### src/design/otgvl_pkg.sv
// Shared types, constants and register indexes for the velocity limiter.
package otgvl_pkg;

  localparam int CFG_IDX_W  = 3;
  localparam int CFG_DATA_W = 31;

  localparam int LIMIT_W  = 31;
  localparam int PERIOD_W = 25;
  localparam int RATE_W   = 20;

  // Square root: 64-bit radicand, one root bit per cell.
  localparam int RAD_W      = 64;
  localparam int ROOT_W     = 32;
  localparam int REM_W      = 34;
  localparam int SQRT_CELLS = ROOT_W;

  localparam logic [LIMIT_W-1:0]  ACCEL_RESET  = 31'd65536;
  localparam logic [LIMIT_W-1:0]  SPEED_RESET  = 31'd32768;
  localparam logic [PERIOD_W-1:0] PERIOD_RESET = 25'd16777;
  localparam logic [RATE_W-1:0]   RATE_RESET   = 20'd1000;

  typedef enum logic [CFG_IDX_W-1:0] {
    REG_ACCEL_JOINT = 3'd0,
    REG_SPEED_JOINT = 3'd1,
    REG_ACCEL_CART  = 3'd2,
    REG_SPEED_CART  = 3'd3,
    REG_PERIOD      = 3'd4,
    REG_RATE        = 3'd5
  } cfg_reg_e;

  typedef enum logic [1:0] {
    LIM_ERR_RATE = 2'd0,
    LIM_ACCEL    = 2'd1,
    LIM_VMAX     = 2'd2,
    LIM_BRAKE    = 2'd3
  } limit_e;

  typedef struct packed {
    logic [LIMIT_W-1:0]  accel_joint;
    logic [LIMIT_W-1:0]  speed_joint;
    logic [LIMIT_W-1:0]  accel_cart;
    logic [LIMIT_W-1:0]  speed_cart;
    logic [PERIOD_W-1:0] period;
    logic [RATE_W-1:0]   rate;
  } limits_t;

  // Travels alongside the root computation.
  typedef struct packed {
    logic [2:0]         tag;
    logic               neg;
    logic signed [31:0] best;
    limit_e             code;
  } side_t;

  typedef struct packed {
    logic [RAD_W-1:0]  rad;
    logic [REM_W-1:0]  rem;
    logic [ROOT_W-1:0] root;
    side_t             side;
  } sqrt_slot_t;

endpackage

### src/design/otgvl_sqrt_cell.sv
// One square root cell: takes two radicand bits and settles one root bit.
module otgvl_sqrt_cell (
  input  logic                  clk,
  input  logic                  rst,
  input  logic                  en,
  input  logic                  in_valid,
  input  otgvl_pkg::sqrt_slot_t in_slot,
  output logic                  out_valid,
  output otgvl_pkg::sqrt_slot_t out_slot
);

  logic [otgvl_pkg::REM_W+1:0] acc;
  logic [otgvl_pkg::REM_W+1:0] trial;
  otgvl_pkg::sqrt_slot_t       slot_next;

  always_comb begin
    acc   = {in_slot.rem, in_slot.rad[otgvl_pkg::RAD_W-1 -: 2]};
    trial = {2'b0, in_slot.root, 2'b01};
    slot_next      = in_slot;
    slot_next.rad  = {in_slot.rad[otgvl_pkg::RAD_W-3:0], 2'b00};
    if (acc >= trial) begin
      slot_next.rem  = otgvl_pkg::REM_W'(acc - trial);
      slot_next.root = {in_slot.root[otgvl_pkg::ROOT_W-2:0], 1'b1};
    end else begin
      // acc < trial, so it already fits the remainder width
      slot_next.rem  = acc[otgvl_pkg::REM_W-1:0];
      slot_next.root = {in_slot.root[otgvl_pkg::ROOT_W-2:0], 1'b0};
    end
  end

  always_ff @(posedge clk) begin
    if (rst) begin
      out_valid <= 1'b0;
    end else if (en) begin
      out_valid <= in_valid;
    end
  end

  always_ff @(posedge clk) begin
    if (en) begin
      out_slot <= slot_next;
    end
  end

endmodule

### config.mk
export PLATFORM = sky130hd
export DESIGN_NAME = otgvl_sqrt_cell
export DESIGN_NICKNAME = d
export VERILOG_FILES = /design/src/design/otgvl_pkg.sv /design/src/design/otgvl_sqrt_cell.sv
export SDC_FILE = /design/constraint.sdc
export NUM_CORES = 1
export LEC_CHECK = 0
export BUFFER_PORTS_ARGS = -buffer_cell sky130_fd_sc_hd__buf_2
export CORE_ASPECT_RATIO = 0.6
export CORE_MARGIN = 1.5
export CORE_UTILIZATION = 50
export CTS_CLUSTER_SIZE = 20
export DETAILED_ROUTE_END_ITERATION = 16
export GPL_TIMING_DRIVEN = 0
export PLACE_DENSITY = 0.95
export RECOVER_POWER = 100
export SLEW_MARGIN = 30
export SYNTH_ARGS = -nofsm -noshare
export SYNTH_HDL_FRONTEND = slang
export SYNTH_SLANG_ARGS = --single-unit
### constraint.sdc
create_clock -name clk -period 5.9 [get_ports clk]
set_clock_uncertainty 0.15 [all_clocks]
set_input_delay 0 -clock clk [delete_from_list [all_inputs] [get_ports clk]]
set_output_delay 0 -clock clk [all_outputs]
set_load 0.02 [all_outputs]
==> results of run 1 <==
==> flip-flops by register name (all words and copies together), names as in the netlist <==
name       count
out_valid      1
out_slot     166
==> cell type report <==
class | count | area, µm² | area share (%)
tap | 198 | 247.7 | 2.176
clock inverter | 15 | 160.2 | 1.406
timing repair buffer | 508 | 3159 | 27.74
clock buffer | 17 | 425.4 | 3.736
multi-input combinational | 313 | 2165 | 19.01
inverter | 42 | 157.7 | 1.384
buffer | 14 | 65.06 | 0.5714
antenna | 1 | 2.502 | 0.02198
sequential | 167 | 5005 | 43.95
==> power groups by stage <==
stage / clock network [W] / logic [W] / registers [W]
after floorplan: 0 / 0.000217 / 0.00165
after global placement: 0 / 0.000606 / 0.00149
after detailed placement: 0 / 0.000631 / 0.00150
after CTS: 0.00110 / 0.000723 / 0.00147
after global routing: 0.00117 / 0.000750 / 0.00149
final: 0.00111 / 0.000709 / 0.00148
==> stage by stage <==
step | util, % | power, W
floorplan | - | 0.001864
global placement | 64.56 | 0.002100
detailed placement | 65.01 | 0.002127
CTS | 80.68 | 0.003298
global route | 78.73 | 0.003409
finish | 78.73 | 0.003300
==> worst reg2reg max path, stage by stage, from the launching register on <==
cell                            delay (ns)
sky130_fd_sc_hd__dfxtp_1              0.31
sky130_fd_sc_hd__mux2i_1              0.12
sky130_fd_sc_hd__nor2_1               0.05
sky130_fd_sc_hd__dlygate4sd3_1        0.55
==> cells by family (layout without fill, tap and decap cells) <==
| family | after synthesis | count (layout) | synth area share, % |
|---|---|---|---|
| AO/OA/AOI/OAI | 129 | 129 | 11.68 |
| XOR/XNOR | 28 | 28 | 3.316 |
| adder cells (fa/ha/maj) | 34 | 34 | 5.753 |
| buffers and inverters | 56 | 596 | 3.096 |
| flip-flops | 167 | 167 | 67.68 |
| multiplexers | 7 | 7 | 0.9983 |
| other | 1 | 3 | 0.05071 |
| AND/OR/NAND/NOR | 113 | 113 | 7.428 |
==> path summary, 6_finish.rpt <==
path,end,slack (ns),start,cells past startpoint
setup / recovery,out_slot[95],1.89,in_slot[53],14
hold / removal,out_slot[38],0.11,in_slot[102],4
setup reg to reg,out_valid,4.61,out_valid,3
hold reg to reg,out_valid,0.90,out_valid,3
==> metal layers <==
metal | track usage (%) | wire [µm]
met1 | 40.54 | 9796
met2 | 57.89 | 12890
met3 | 9.262 | 2464
met4 | 15.38 | 1076
met5 | 0 | 0
==> layout by cell type (no fill, tap or decap), types with 3 or more instances in the layout <==
| cell | n |
|---|---|
| sky130_fd_sc_hd__and2_1 | 6 |
| sky130_fd_sc_hd__mux2_1 | 3 |
| sky130_fd_sc_hd__edfxtp_1 | 166 |
| sky130_fd_sc_hd__o21ai_1 | 7 |
| sky130_fd_sc_hd__xor2_1 | 16 |
| sky130_fd_sc_hd__nand3_1 | 4 |
| sky130_fd_sc_hd__dlygate4sd3_1 | 168 |
| sky130_fd_sc_hd__xnor2_1 | 12 |
| sky130_fd_sc_hd__nor2_1 | 15 |
| sky130_fd_sc_hd__clkinv_8 | 4 |
| sky130_fd_sc_hd__o21ai_0 | 36 |
| sky130_fd_sc_hd__mux2i_1 | 4 |
| sky130_fd_sc_hd__nand2_1 | 48 |
| sky130_fd_sc_hd__a21o_1 | 21 |
| sky130_fd_sc_hd__buf_2 | 125 |
| sky130_fd_sc_hd__inv_1 | 42 |
| sky130_fd_sc_hd__nand2b_1 | 6 |
| sky130_fd_sc_hd__inv_6 | 4 |
| sky130_fd_sc_hd__o211ai_1 | 3 |
| sky130_fd_sc_hd__and3_1 | 9 |
| sky130_fd_sc_hd__a21oi_1 | 26 |
| sky130_fd_sc_hd__inv_8 | 3 |
| sky130_fd_sc_hd__nor3_1 | 8 |
| sky130_fd_sc_hd__o41ai_1 | 3 |
| sky130_fd_sc_hd__ha_1 | 34 |
| sky130_fd_sc_hd__clkbuf_16 | 17 |
| sky130_fd_sc_hd__o31ai_1 | 3 |
| sky130_fd_sc_hd__nand4_1 | 7 |
| sky130_fd_sc_hd__a31oi_1 | 5 |
| sky130_fd_sc_hd__clkbuf_1 | 221 |
==> synthesized netlist by cell type (4+ instances only) <==
cell	n
sky130_fd_sc_hd__and2_1	6
sky130_fd_sc_hd__a21oi_1	26
sky130_fd_sc_hd__nand2_1	48
sky130_fd_sc_hd__nand2b_1	6
sky130_fd_sc_hd__nand3_1	4
sky130_fd_sc_hd__xnor2_1	12
sky130_fd_sc_hd__edfxtp_1	166
sky130_fd_sc_hd__and3_1	9
sky130_fd_sc_hd__mux2i_1	4
sky130_fd_sc_hd__nor2_1	15
sky130_fd_sc_hd__clkbuf_1	5
sky130_fd_sc_hd__a21o_1	21
sky130_fd_sc_hd__nand4_1	7
sky130_fd_sc_hd__nor3_1	8
sky130_fd_sc_hd__xor2_1	16
sky130_fd_sc_hd__buf_2	6
sky130_fd_sc_hd__inv_1	41
sky130_fd_sc_hd__ha_1	34
sky130_fd_sc_hd__a31oi_1	5
sky130_fd_sc_hd__o21ai_0	12
sky130_fd_sc_hd__o21ai_1	31
==> repair_timing <==
action,in CTS,in global routing
hold buffers,168,0
setup buffers,0,0
endpoints found under the hold margin,216,0
==> qor_table.md, run 1 <==
| Group | Result | Reported |
|:---|:---|:---|
| timing | Worst-margin pin slew | 2.836 ns |
| detailed routing | Total wire length | 26.23 mm |
| synthesis | Primary FF master, synth | sky130_fd_sc_hd__edfxtp_1 |
| global routing | Largest net degree at the start of global routing | 65 |
| detailed routing | Drc violations | 0 |
| global routing | Global-route wire length before repair | 39.74 mm |
| finish | Fraction of layout cells with a size suffix above 1 | 15.80% |
| detailed routing | Number of detailed-route iterations in the first pass | 5 |
| pwr | Net Switching | 0.001025 W |
| synthesis | Post-synth ARST share | 0% |
| cts | Maximum buffer depth of the clock tree | 2 |
| cts | TritonCTS clock tree | done |
| setup path | Cell Chain, Critical Path | dlygate4sd3_1 > clkbuf_1 > inv_1 > ha_1 > a21o_1 > a221oi_1 > o31a_1 > o221ai_1 > a211oi_1 > o21a_1 > clkbuf_1 > clkbuf_1 > nand2_1 > o21ai_0 |
| timing | Max_slew headroom | -89.06% |
| timing | Time the final worst path needs with I/O delays and setup | 4.013 ns |
| setup path | Number of buffer and inverter stages on the critical path | 5 |
| synthesis | Number of enable-type register cells in the synthesized netlist | 166 |
| outcome | Violations in the final reports | max-capacitance violations, max-slew violations |
| global routing | Final global-route overflow total | 0 |
| global routing | Number of global-route vias before repair | 7,109 |
| synthesis | Synth top area share | 67.41% |
| floorplan | Starting density of the core | 51.12% |
| setup path | Biggest fanout along the worst timing path | 10 |
| placed design | Placed wire-length estimate | 16.29 mm |
| floorplan | Site row count | 34 |
| synthesis | Register bit count reported by yosys | 167 |
| floorplan | Total die area | 15,550 µm² |
| finish | Net count, final | 1,269 |
| detailed routing | Drt initial violations | 863 |
| timing | Hold Slack | 0.1076 ns |
| setup path | Crit. End Element | flop |
| floorplan | Vert. Die Dim | 97.20 µm |
| timing | Least setup slack across all paths after layout | 1.887 ns |
| global routing | Number of antenna violations at the first check in global routing | 1 |
| cts | Cts bufs inserted | 17 |
| finish | Count of placed standard cells in the final layout, fillers left out | 1,275 |
| floorplan | I/O pin count | 341 |
| cts | Clock latency at the later pin of the worst-skew pair | 0.42 ns |
| finish | Area Overhead vs Synth | 53.99% |
| floorplan | Die width | 160 µm |
| setup path | Worst Setup Start Kind | primary input |
| setup path | Most numerous cell on the critical path | sky130_fd_sc_hd__clkbuf_1 |
| timing | Endpoints failing setup | 0 |
| placed design | Placed cell count | 1,074 |
| synthesis | Yosys cell types | 58 |
| synthesis | Mapped cell area | 7395 µm² |
| placed design | Dpl cell area | 9403 µm² |
| timing | Final slew viol count | 51 |
| pwr | Relative contribution of combinational cells to total power | 21.5% |
| cts | Clock transition at the registers of the reported paths | 0.08 ns |
| hold path | Hold WC Path Type | primary input to flop |
| detailed routing | Count of antenna-violating nets left after detailed routing | 0 |
| setup path | Max incr delay on CP | 0.57 ns |
| detailed routing | Vias after detailed routing | 6,957 |
| floorplan | Core outline area | 14,460 µm² |
| setup path | Family of cells with the greatest summed delay on the critical path | buffers and inverters |
| setup path | CP required | 5.98 ns |
| synthesis | Largest cells by area after synthesis | sky130_fd_sc_hd__edfxtp_1 (67%), sky130_fd_sc_hd__ha_1 (5.8%), sky130_fd_sc_hd__nand2_1 (2.4%), sky130_fd_sc_hd__a21o_1 (2.1%), sky130_fd_sc_hd__o21ai_1 (2.1%) |
| timing | Peak Freq | 249.2 MHz |
| detailed routing | Average wire length per cell after detail routing | 20.57 µm |
| cts | Cell chosen for the clock root | sky130_fd_sc_hd__clkbuf_16 |
| synthesis | Part of the Yosys area used for sequential elements | 67.68% |
| timing | Setup repair after global routing missed its margin | no |
| timing | Final Hold Fails | 0 |
| pwr | Clock network fraction of design power | 33.5% |
| cts | Deepest level of the CTS H-tree | 4 |
| detailed routing | Vias per inst | 5.456 |
| pwr | Internal power | 0.002274 W |
| synthesis | Number of warning messages in the yosys log | 0 |
| pwr | Static leakage power | 4.609 nW |
| synthesis | Cell count after synthesis | 535 |
| placed design | Number of buffers added on ports | 338 |
| placed design | Global placer's final weighted congestion | 0.8762 |
| setup path | WS Path Type | primary input to flop |
| flow run | Number of maximum-capacitance violations | 1 |
| finish | Layout Cell Area excl Fill | 11,390 µm² |
| pwr | Share of total power consumed by net switching | 31.07% |
| synthesis | Largest area contributor in the netlist | sky130_fd_sc_hd__edfxtp_1 |
| global routing | Tot GR Track Use | 33.98% |
| cts | Post-CTS sizing | 0 |
| outcome | Status | finished, violations left |
| synthesis | Average footprint of a synthesized cell | 13.82 µm² |
| cts | Number of clock sinks seen by CTS | 167 |
| timing | Accumulated negative setup slack | 0 ns |
| finish | Number of fill cells in the layout | 942 |
| timing | Post-route clock period utilization | 68.01% |
| pwr | VDD IR-drop max | 0.0001740 V |
| setup path | Slowest library cell on the worst path | sky130_fd_sc_hd__dlygate4sd3_1 |
| pwr | Sequential Power Share | 45.0% |
| pwr | Power density normalized to cell area | 289.8 nW/µm² |
| setup path | Arrival time reported for the critical path endpoint | 4.09 ns |
| placed design | Setup slack after placement | 2.589 ns |
(Power assumes the default switching activity.)
==> run 2, diff against run 1 <==
--- a/config.mk
+++ b/config.mk
@@ -5,14 +5,15 @@
 export SDC_FILE = /design/constraint.sdc
 export NUM_CORES = 1
 export LEC_CHECK = 0
+export ABC_AREA = 1
 export BUFFER_PORTS_ARGS = -buffer_cell sky130_fd_sc_hd__buf_2
 export CORE_ASPECT_RATIO = 0.6
 export CORE_MARGIN = 1.5
-export CORE_UTILIZATION = 50
+export CORE_UTILIZATION = 44
 export CTS_CLUSTER_SIZE = 20
 export DETAILED_ROUTE_END_ITERATION = 16
 export GPL_TIMING_DRIVEN = 0
-export PLACE_DENSITY = 0.95
+export PLACE_DENSITY = 0.87
 export RECOVER_POWER = 100
 export SLEW_MARGIN = 30
 export SYNTH_ARGS = -nofsm -noshare
==> constraint.sdc (replaced) <==
create_clock -name clk -period 3.21 [get_ports clk]
set_clock_uncertainty 0.15 [all_clocks]
set_input_delay 0 -clock clk [delete_from_list [all_inputs] [get_ports clk]]
set_output_delay 0 -clock clk [all_outputs]
set_load 0.02 [all_outputs]
==> run 2 against run 1 <==
Effect of this change:
- the flow still finishes with violations (max-capacitance violations, max-slew violations)
- critical path depth rose by 1
- combinational power rose by 92%
- total power rose by 84%
- worst hold slack got worse by 0.033 ns
- cell count rose by 25%
- largest cell class unchanged
==> qor_table.md, run 2 <==
| Group | Result | Reported | Delta |
|:---|:---|:---|:---|
| timing | Endpoints failing setup | 0 | unchanged |
| pwr | Power density normalized to cell area | 503.0 nW/µm² | was 289.8 nW/µm² |
| finish | Number of flip-flops under the largest register name | 166 | unchanged |
| timing | Worst-margin pin slew | 1.721 ns | was 2.836 ns |
| finish | Top flop regs | out_slot (166), out_valid (1) | unchanged |
| finish | Most flops, register | out_slot | unchanged |
| finish | Count of placed standard cells in the final layout, fillers left out | 1,598 | was 1,275 |
| cts | Post-CTS setup buffer count | 0 | unchanged |
| pwr | Net Switching | 0.001874 W | was 0.001025 W |
| floorplan | Site row count | 38 | was 34 |
| detailed routing | Number of detailed-route iterations in the first pass | 5 | unchanged |
| floorplan | Starting density of the core | 44.92% | was 51.12% |
| finish | Area Overhead vs Synth | 49.48% | was 53.99% |
| detailed routing | Total wire length | 26.94 mm | was 26.23 mm |
| pwr | Relative contribution of combinational cells to total power | 22.4% | was 21.5% |
| setup path | WS Path Type | primary input to flop | unchanged |
| timing | Time the final worst path needs with I/O delays and setup | 2.827 ns |  |
| hold path | Hold Path Cell Cnt | 7 | was 4 |
| setup path | Slowest library cell on the worst path | sky130_fd_sc_hd__dlygate4sd3_1 | unchanged |
| pwr | Share of total power consumed by net switching | 30.80% | was 31.07% |
| pwr | Clock network fraction of design power | 33.1% | was 33.5% |
| cts | Clock latency at the later pin of the worst-skew pair | 0.43 ns | was 0.42 ns |
| synthesis | Most common cell in the netlist | sky130_fd_sc_hd__nand2_1 | was sky130_fd_sc_hd__edfxtp_1 |
| timing | Final Hold Fails | 0 | unchanged |
| hold path | Hold-critical path endpoint | out_slot[92] | was out_slot[38] |
| finish | Layout Cell Area excl Fill | 12,100 µm² | was 11,390 µm² |
| timing | Hold Slack | 0.07501 ns | was 0.1076 ns |
| setup path | Cell count of the worst reg-to-reg path | 3 | unchanged |
| detailed routing | Average wire length per cell after detail routing | 16.86 µm | was 20.57 µm |
| setup path | Number of buffer and inverter stages on the critical path | 4 | was 5 |
| synthesis | Part of the Yosys area used for sequential elements | 61.83% | was 67.68% |
| floorplan | Core outline area | 18,020 µm² | was 14,460 µm² |
| setup path | Arrival time reported for the critical path endpoint | 2.98 ns | was 4.09 ns |
| pwr | Overall power | 0.006086 W | was 0.003300 W |
| detailed routing | Drc violations | 0 | unchanged |
| cts | TritonCTS clock tree | done | unchanged |
| cts | Cts bufs inserted | 17 | unchanged |
| hold path | Hold path startpoint | in_slot[103] | was in_slot[102] |
| global routing | Global-route wire length before repair | 39.12 mm | was 39.74 mm |
| floorplan | Total die area | 19,240 µm² | was 15,550 µm² |
| synthesis | Register bit count reported by yosys | 167 | unchanged |
| synthesis | Number of enable-type register cells in the synthesized netlist | 166 | unchanged |
| timing | Post-route clock period utilization | 88.08% |  |
| setup path | First element of the critical path | in_slot[51] | was in_slot[53] |
| setup path | Crit. End Element | flop | unchanged |
| placed design | Dpl cell area | 10,150 µm² | was 9403 µm² |
| pwr | VDD IR-drop max | 0.0004019 V | was 0.0001740 V |
| floorplan | I/O pin count | 341 | unchanged |
| global routing | Number of antenna violations at the first check in global routing | 1 | unchanged |
| synthesis | Cell count after synthesis | 816 | was 535 |
| setup path | Startpoint of the most critical register-to-register path | out_valid | unchanged |
| synthesis | Yosys cell types | 27 | was 58 |
| setup path | Max incr delay on CP | 0.52 ns | was 0.57 ns |
| finish | Footprint of the multi-input gates | 2491 µm² | was 2165 µm² |
| setup path | CP required | 3.37 ns | was 5.98 ns |
| detailed routing | Count of antenna-violating nets left after detailed routing | 0 | unchanged |
| synthesis | Commonest cells in the synthesized netlist | sky130_fd_sc_hd__nand2_1 (283), sky130_fd_sc_hd__edfxtp_1 (166), sky130_fd_sc_hd__inv_1 (139), sky130_fd_sc_hd__nor2_1 (54), sky130_fd_sc_hd__nand3_1 (38) | was sky130_fd_sc_hd__edfxtp_1 (166), sky130_fd_sc_hd__nand2_1 (48), sky130_fd_sc_hd__inv_1 (41), sky130_fd_sc_hd__ha_1 (34), sky130_fd_sc_hd__o21ai_1 (31) |
| finish | Sequential cell area | 5005 µm² | unchanged |
| timing | Max_slew headroom | -14.72% | was -89.06% |
| setup path | Most numerous cell on the critical path | sky130_fd_sc_hd__nand2_1 | was sky130_fd_sc_hd__clkbuf_1 |
| placed design | Placed cell count | 1,397 | was 1,074 |
| global routing | Final global-route overflow total | 0 | unchanged |
| setup path | Worst Setup Start Kind | primary input | unchanged |
| finish | Fraction of layout cells with a size suffix above 1 | 14.08% | was 15.80% |
| synthesis | Average footprint of a synthesized cell | 9.919 µm² | was 13.82 µm² |
| synthesis | Number of warning messages in the yosys log | 0 | unchanged |
| timing | Least setup slack across all paths after layout | 0.3825 ns | was 1.887 ns |
| setup path | Family of cells with the greatest summed delay on the critical path | simple AND/OR/NAND/NOR gates | was buffers and inverters |
| pwr | Static leakage power | 5.499 nW | was 4.609 nW |
| timing | Peak Freq | 353.7 MHz |  |
| flow run | Number of maximum-capacitance violations | 2 | was 1 |
| placed design | Global placer's final weighted congestion | 0.9264 | was 0.8762 |
| setup path | Worst reg2reg path endpoint | out_valid | unchanged |
| timing | Setup repair after global routing missed its margin | no | unchanged |
| cts | Deepest level of the CTS H-tree | 4 | unchanged |
| detailed routing | Vias after detailed routing | 7,747 | was 6,957 |
| cts | Clock transition at the registers of the reported paths | 0.07 ns | was 0.08 ns |
| global routing | Number of global-route vias before repair | 7,383 | was 7,109 |
| cts | Number of clock sinks seen by CTS | 167 | unchanged |
| detailed routing | Drt initial violations | 653 | was 863 |
| placed design | Number of buffers added on ports | 338 | unchanged |
| floorplan | Die width | 178.1 µm | was 160 µm |
| setup path | Biggest fanout along the worst timing path | 10 | unchanged |
| global routing | Largest net degree at the start of global routing | 69 | was 65 |
| global routing | Tot GR Track Use | 27.53% | was 33.98% |
| outcome | Status | finished, violations left | unchanged |
| synthesis | Post-synth ARST share | 0% | unchanged |
| detailed routing | Vias per inst | 4.848 | was 5.456 |
| hold path | Hold WC Path Type | primary input to flop | unchanged |
| finish | Net count, final | 1,550 | was 1,269 |
| cts | Cell chosen for the clock root | sky130_fd_sc_hd__clkbuf_16 | unchanged |
| pwr | Sequential Power Share | 44.5% | was 45.0% |
| synthesis | Synth top area share | 61.59% | was 67.41% |
| setup path | Minimum setup slack among reg-to-reg paths | 1.89 ns | was 4.61 ns |
| outcome | Violations in the final reports | max-capacitance violations, max-slew violations | unchanged |
| timing | Final slew viol count | 127 | was 51 |
| placed design | Placed wire-length estimate | 18.49 mm | was 16.29 mm |
| finish | Most used cells in the layout excluding fill and tap cells | sky130_fd_sc_hd__nand2_1 (284), sky130_fd_sc_hd__clkbuf_1 (204), sky130_fd_sc_hd__dlygate4sd3_1 (168), sky130_fd_sc_hd__edfxtp_1 (166), sky130_fd_sc_hd__inv_1 (139) | was sky130_fd_sc_hd__clkbuf_1 (221), sky130_fd_sc_hd__dlygate4sd3_1 (168), sky130_fd_sc_hd__edfxtp_1 (166), sky130_fd_sc_hd__buf_2 (125), sky130_fd_sc_hd__nand2_1 (48) |
| synthesis | Mapped cell area | 8094 µm² | was 7395 µm² |
| finish | Number of fill cells in the layout | 1,501 | was 942 |
| pwr | Internal power | 0.004211 W | was 0.002274 W |
| floorplan | Vert. Die Dim | 108.1 µm | was 97.20 µm |
| finish | Leading cell type in the layout, fill and taps excluded | sky130_fd_sc_hd__nand2_1 | was sky130_fd_sc_hd__clkbuf_1 |
| synthesis | Largest cells by area after synthesis | sky130_fd_sc_hd__edfxtp_1 (62%), sky130_fd_sc_hd__nand2_1 (13%), sky130_fd_sc_hd__inv_1 (6.4%), sky130_fd_sc_hd__ha_1 (5.3%), sky130_fd_sc_hd__nor2_1 (2.5%) | was sky130_fd_sc_hd__edfxtp_1 (67%), sky130_fd_sc_hd__ha_1 (5.8%), sky130_fd_sc_hd__nand2_1 (2.4%), sky130_fd_sc_hd__a21o_1 (2.1%), sky130_fd_sc_hd__o21ai_1 (2.1%) |
| synthesis | Largest area contributor in the netlist | sky130_fd_sc_hd__edfxtp_1 | unchanged |
| synthesis | Primary FF master, synth | sky130_fd_sc_hd__edfxtp_1 | unchanged |
| setup path | Cell Chain, Critical Path | dlygate4sd3_1 > clkbuf_1 > inv_1 > ha_1 > nand2_1 > nor2_1 > nand2_1 > nor2_1 > nand2_1 > nand2_1 > nand2_1 > nand2_8 > clkbuf_1 > nand2_1 > nand2_1 | was dlygate4sd3_1 > clkbuf_1 > inv_1 > ha_1 > a21o_1 > a221oi_1 > o31a_1 > o221ai_1 > a211oi_1 > o21a_1 > clkbuf_1 > clkbuf_1 > nand2_1 > o21ai_0 |
| placed design | Setup slack after placement | 0.7679 ns | was 2.589 ns |
| cts | Maximum buffer depth of the clock tree | 2 | unchanged |
-- run 2: per-layer routing --
| metal | up-vias | routed length [µm] | global-route usage [%] |
|---|---|---|---|
| met3 | 36 | 2639 | 8.509 |
| li1 | 3693 | - | - |
| met1 | 3636 | 11490 | 36.49 |
| met4 | 0 | 458 | 7.803 |
| met5 | - | 0 | 0 |
| met2 | 382 | 12350 | 43.77 |
-- run 2: cells by family after synthesis --
family | after synthesis | synth area share (%)
and+or+nand+nor | 405 | 20.58
DFF | 167 | 61.83
buffers and inverters | 148 | 7.405
AOI/OAI and AO/OA | 42 | 2.814
adders and majority gates | 34 | 5.256
xor gates and xnor gates | 18 | 1.948
other | 1 | 0.04633
muxes | 1 | 0.1237
-- run 2: cell type report --
cell class	count	share of cell area (%)
Buffer	8	0.4964
Clock buffer	17	3.516
Tap cell	240	2.482
Sequential cell	167	41.37
Clock inverter	15	1.210
Timing Repair Buffer	508	25.96
Multi-Input combinational cell	502	20.59
Inverter	140	4.364
Antenna cell	1	0.02068
-- run 2: power by group through the flow --
stage               registers (W)  clock network, W  logic, W
floorplan                 0.00301                 0  0.000447
global placement          0.00274                 0   0.00120
detailed placement        0.00274                 0   0.00123
CTS                       0.00269           0.00203   0.00140
global route              0.00272           0.00213   0.00147
finish                    0.00271           0.00202   0.00136
-- run 2: worst max path at each step --
stage	cells past startpoint	end	slack [ns]
floorplan	15	out_slot[95]	1.43
global placement	3	out_valid	-0.08
detailed placement	14	out_slot[91]	0.77
CTS	15	out_slot[91]	0.58
global route	16	out_slot[81]	0.19
finish	15	out_slot[85]	0.38
-- run 2: timing repair --
item	4_1_cts	5_1_grt
endpoints found under the hold margin	206	0
hold buffers	168	0
gates resized for setup	0	0
-- run 2: tightest hold or removal path, stage by stage --
cell                      delay, ns
sky130_fd_sc_hd__buf_2         0.07
sky130_fd_sc_hd__nor2_1        0.06
sky130_fd_sc_hd__nand2_1       0.09
sky130_fd_sc_hd__nor2_2        0.07
sky130_fd_sc_hd__nand2_8       0.13
sky130_fd_sc_hd__nand3_1       0.08
sky130_fd_sc_hd__nand2_1       0.05
-- run 2: stage by stage --
stage | setup TNS (ns) | util (%)
3_5_place_dp | 0 | 56.35
6_report | 0 | 67.14
3_3_place_gp | -4.053 | 55.99
4_1_cts | 0 | 68.86
2_1_floorplan | 0 | -
5_1_grt | 0 | 67.14
==> run 3, diff against run 2 <==
--- a/config.mk
+++ b/config.mk
@@ -9,11 +9,11 @@
 export BUFFER_PORTS_ARGS = -buffer_cell sky130_fd_sc_hd__buf_2
 export CORE_ASPECT_RATIO = 0.6
 export CORE_MARGIN = 1.5
-export CORE_UTILIZATION = 44
+export CORE_UTILIZATION = 30
 export CTS_CLUSTER_SIZE = 20
 export DETAILED_ROUTE_END_ITERATION = 16
 export GPL_TIMING_DRIVEN = 0
-export PLACE_DENSITY = 0.87
+export PLACE_DENSITY = 0.66
 export RECOVER_POWER = 100
 export SLEW_MARGIN = 30
 export SYNTH_ARGS = -nofsm -noshare
==> run 3 against run 2 <==
Effect of this change:
- the run now ends clean
- sequential power about the same
- cell count increased by 7.4%
- wire length down 2.3%
- design area rose by 1.6%
- first-iteration DRC count fell by 33%
- worst hold slack worse by 0.034 ns
- die area rose by 46%
==> qor_table.md, run 3 (synthesis results as in run 2) <==
| Group | Result | Reported | Delta |
|:---|:---|:---|:---|
| finish | Number of flip-flops under the largest register name | 166 | unchanged |
| setup path | Worst Setup Start Kind | primary input | unchanged |
| finish | Number of fill cells in the layout | 2,626 | was 1,501 |
| global routing | Number of antenna violations at the first check in global routing | 1 | unchanged |
| setup path | Cell count of the worst reg-to-reg path | 3 | unchanged |
| setup path | Startpoint of the most critical register-to-register path | out_valid | unchanged |
| floorplan | Die width | 215.1 µm | was 178.1 µm |
| timing | Setup repair after global routing missed its margin | no | unchanged |
| finish | Leading cell type in the layout, fill and taps excluded | sky130_fd_sc_hd__nand2_1 | unchanged |
| placed design | Dpl cell area | 10,280 µm² | was 10,150 µm² |
| setup path | Slowest library cell on the worst path | sky130_fd_sc_hd__dlygate4sd3_1 | unchanged |
| finish | Most used cells in the layout excluding fill and tap cells | sky130_fd_sc_hd__nand2_1 (284), sky130_fd_sc_hd__clkbuf_1 (193), sky130_fd_sc_hd__dlygate4sd3_1 (168), sky130_fd_sc_hd__edfxtp_1 (166), sky130_fd_sc_hd__buf_2 (144) | was sky130_fd_sc_hd__nand2_1 (284), sky130_fd_sc_hd__clkbuf_1 (204), sky130_fd_sc_hd__dlygate4sd3_1 (168), sky130_fd_sc_hd__edfxtp_1 (166), sky130_fd_sc_hd__inv_1 (139) |
| placed design | Global placer's final weighted congestion | 0.9032 | was 0.9264 |
| setup path | Worst reg2reg path endpoint | out_valid | unchanged |
| cts | Number of clock sinks seen by CTS | 167 | unchanged |
| setup path | Biggest fanout along the worst timing path | 10 | unchanged |
| floorplan | Core outline area | 26,480 µm² | was 18,020 µm² |
| detailed routing | Count of antenna-violating nets left after detailed routing | 0 | unchanged |
| timing | Endpoints failing setup | 0 | unchanged |
| setup path | Max incr delay on CP | 0.56 ns | was 0.52 ns |
| floorplan | I/O pin count | 341 | unchanged |
| detailed routing | Vias per inst | 4.289 | was 4.848 |
| detailed routing | Drt initial violations | 439 | was 653 |
| hold path | Hold Path Cell Cnt | 7 | unchanged |
| placed design | Placed wire-length estimate | 19.48 mm | was 18.49 mm |
| cts | Clock transition at the registers of the reported paths | 0.07 ns | about the same |
| cts | Post-CTS sizing | 0 | unchanged |
| placed design | Number of buffers added on ports | 338 | unchanged |
| timing | Hold Slack | 0.04093 ns | was 0.07501 ns |
| timing | Final slew viol count | 0 | was 127 |
| hold path | Hold WC Path Type | primary input to flop | unchanged |
| flow run | Number of maximum-capacitance violations | 0 | was 2 |
| global routing | Tot GR Track Use | 18.54% | was 27.53% |
| detailed routing | Average wire length per cell after detail routing | 15.33 µm | was 16.86 µm |
| floorplan | Vert. Die Dim | 130.2 µm | was 108.1 µm |
| setup path | CP required | 3.24 ns | was 3.37 ns |
| floorplan | Starting density of the core | 30.57% | was 44.92% |
| finish | Top flop regs | out_slot (166), out_valid (1) | unchanged |
| detailed routing | Vias after detailed routing | 7,365 | was 7,747 |
| setup path | Crit. End Element | flop | unchanged |
| timing | Peak Freq | 363.1 MHz | was 353.7 MHz |
| finish | Fraction of layout cells with a size suffix above 1 | 14.82% | was 14.08% |
| finish | Area Overhead vs Synth | 51.82% | was 49.48% |
| finish | Layout Cell Area excl Fill | 12,290 µm² | was 12,100 µm² |
| hold path | Hold path startpoint | in_slot[102] | was in_slot[103] |
| setup path | Minimum setup slack among reg-to-reg paths | 1.91 ns | was 1.89 ns |
| cts | Clock latency at the later pin of the worst-skew pair | 0.43 ns | about the same |
| floorplan | Site row count | 46 | was 38 |
| cts | TritonCTS clock tree | done | unchanged |
| cts | Cts bufs inserted | 17 | unchanged |
| cts | Post-CTS setup buffer count | 0 | unchanged |
| cts | Cell chosen for the clock root | sky130_fd_sc_hd__clkbuf_16 | unchanged |
| detailed routing | Drc violations | 0 | unchanged |
| finish | Net count, final | 1,549 | was 1,550 |
| setup path | WS Path Type | primary input to flop | unchanged |
| global routing | Global-route wire length before repair | 39.12 mm | unchanged |
| cts | Deepest level of the CTS H-tree | 4 | unchanged |
| detailed routing | Number of detailed-route iterations in the first pass | 6 | was 5 |
| finish | Most flops, register | out_slot | unchanged |
| detailed routing | Total wire length | 26.32 mm | was 26.94 mm |
| global routing | Final global-route overflow total | 0 | unchanged |
| setup path | Arrival time reported for the critical path endpoint | 2.78 ns | was 2.98 ns |
| pwr | VDD IR-drop max | 0.0002990 V | was 0.0004019 V |
| hold path | Hold-critical path endpoint | out_slot[71] | was out_slot[92] |
| setup path | Most numerous cell on the critical path | sky130_fd_sc_hd__nand2_1 | unchanged |
| outcome | Status | finished clean | was finished, violations left |
| global routing | Number of global-route vias before repair | 7,091 | was 7,383 |
| setup path | Cell Chain, Critical Path | dlygate4sd3_1 > clkbuf_1 > inv_1 > ha_1 > a21oi_1 > nand2_1 > nand2_1 > nand2_1 > a21oi_2 > nand2_1 > nand2_1 > nand2_8 > clkbuf_2 > nand2_1 > nand2_1 | was dlygate4sd3_1 > clkbuf_1 > inv_1 > ha_1 > nand2_1 > nor2_1 > nand2_1 > nor2_1 > nand2_1 > nand2_1 > nand2_1 > nand2_8 > clkbuf_1 > nand2_1 > nand2_1 |
| pwr | Power density normalized to cell area | 496.9 nW/µm² | was 503.0 nW/µm² |
| timing | Final Hold Fails | 0 | unchanged |
| timing | Worst-margin pin slew | 0.7538 ns | was 1.721 ns |
| floorplan | Total die area | 28,010 µm² | was 19,240 µm² |
| timing | Post-route clock period utilization | 85.79% | was 88.08% |
| finish | Share of the core filled with cells in the final layout | 46.41% | was 67.14% |
| cts | Maximum buffer depth of the clock tree | 2 | unchanged |
| timing | Time the final worst path needs with I/O delays and setup | 2.754 ns | was 2.827 ns |
| pwr | Static leakage power | 5.532 nW | was 5.499 nW |
| timing | Max_slew headroom | 49.22% | was -14.72% |
| global routing | Largest net degree at the start of global routing | 90 | was 69 |
run 3: cell types whose count changed in the layout (fill, tap and decap cells not counted), moves of 2 or more:
cell,delta
sky130_fd_sc_hd__inv_6,+2
sky130_fd_sc_hd__clkbuf_1,-11
sky130_fd_sc_hd__clkbuf_2,+2
sky130_fd_sc_hd__buf_2,+9
sky130_fd_sc_hd__clkinv_2,-3
sky130_fd_sc_hd__buf_4,-2
run 3: worst max path at each step:
stage	from	endpoint	slack, ns	cells past startpoint
final	in_slot[59]	out_slot[88]	0.46	15
after CTS	in_slot[39]	out_slot[91]	0.62	15
after global routing	in_slot[51]	out_slot[79]	0.22	15
after floorplan	in_slot[54]	out_slot[95]	1.43	15
after detailed placement	in_slot[39]	out_slot[91]	0.68	14
after global placement	en	out_valid	-0.23	3
run 3: final cells by class:
cell class | count | area, µm² | share of cell area [%]
sequential | 167 | 5005 | 40.73
timing repair buffer | 507 | 3171 | 25.80
multi-input combinational | 502 | 2491 | 20.27
inverter | 140 | 528.0 | 4.297
tap | 360 | 450.4 | 3.666
clock buffer | 18 | 429.2 | 3.493
clock inverter | 14 | 155.1 | 1.263
buffer | 8 | 56.30 | 0.4582
antenna | 1 | 2.502 | 0.02036
run 3: report_power, final:
| group | leakage [nW] | switching (W) | internal (W) |
|---|---|---|---|
| logic | 3.62 | 0.000872 | 0.000481 |
| registers | 1.63 | 0.0000548 | 0.00264 |
| clock network | 0.277 | 0.000952 | 0.00110 |
| total | 5.53 | 0.00188 | 0.00423 |
run 3: timing repair:
item,4_1_cts,5_1_grt
hold buffers,168,0
setup endpoints to repair,0,0
endpoints found under the hold margin,244,0
run 3: critical path: cells and delay by family:
kind / cells / cell delay (ns)
buffers and inverters: 4 / 1.11
AOI/OAI and AO/OA: 2 / 0.42
adders and majority gates: 1 / 0.37
and+or+nand+nor: 8 / 0.85
run 3: routing by layer:
layer,wire (µm),share of wire (%),global-route usage [%],up-vias
met5,0,0,0,-
met4,218,0.83,4.072,0
met3,1771,6.7,5.105,15
met2,11320,43,27.89,240
met1,13010,49,26.62,3422
li1,-,-,-,3688
run 3: per-stage QoR:
step	TNS [ns]	cells	setup WS (ns)	power (W)
after floorplan	0	817	1.427	0.003462
after global placement	-22.62	1515	-0.2334	0.003969
after detailed placement	0	1516	0.6810	0.003976
after CTS	0	1716	0.6208	0.006220
after global routing	0	1717	0.2215	0.006399
final	0	1717	0.4562	0.006105
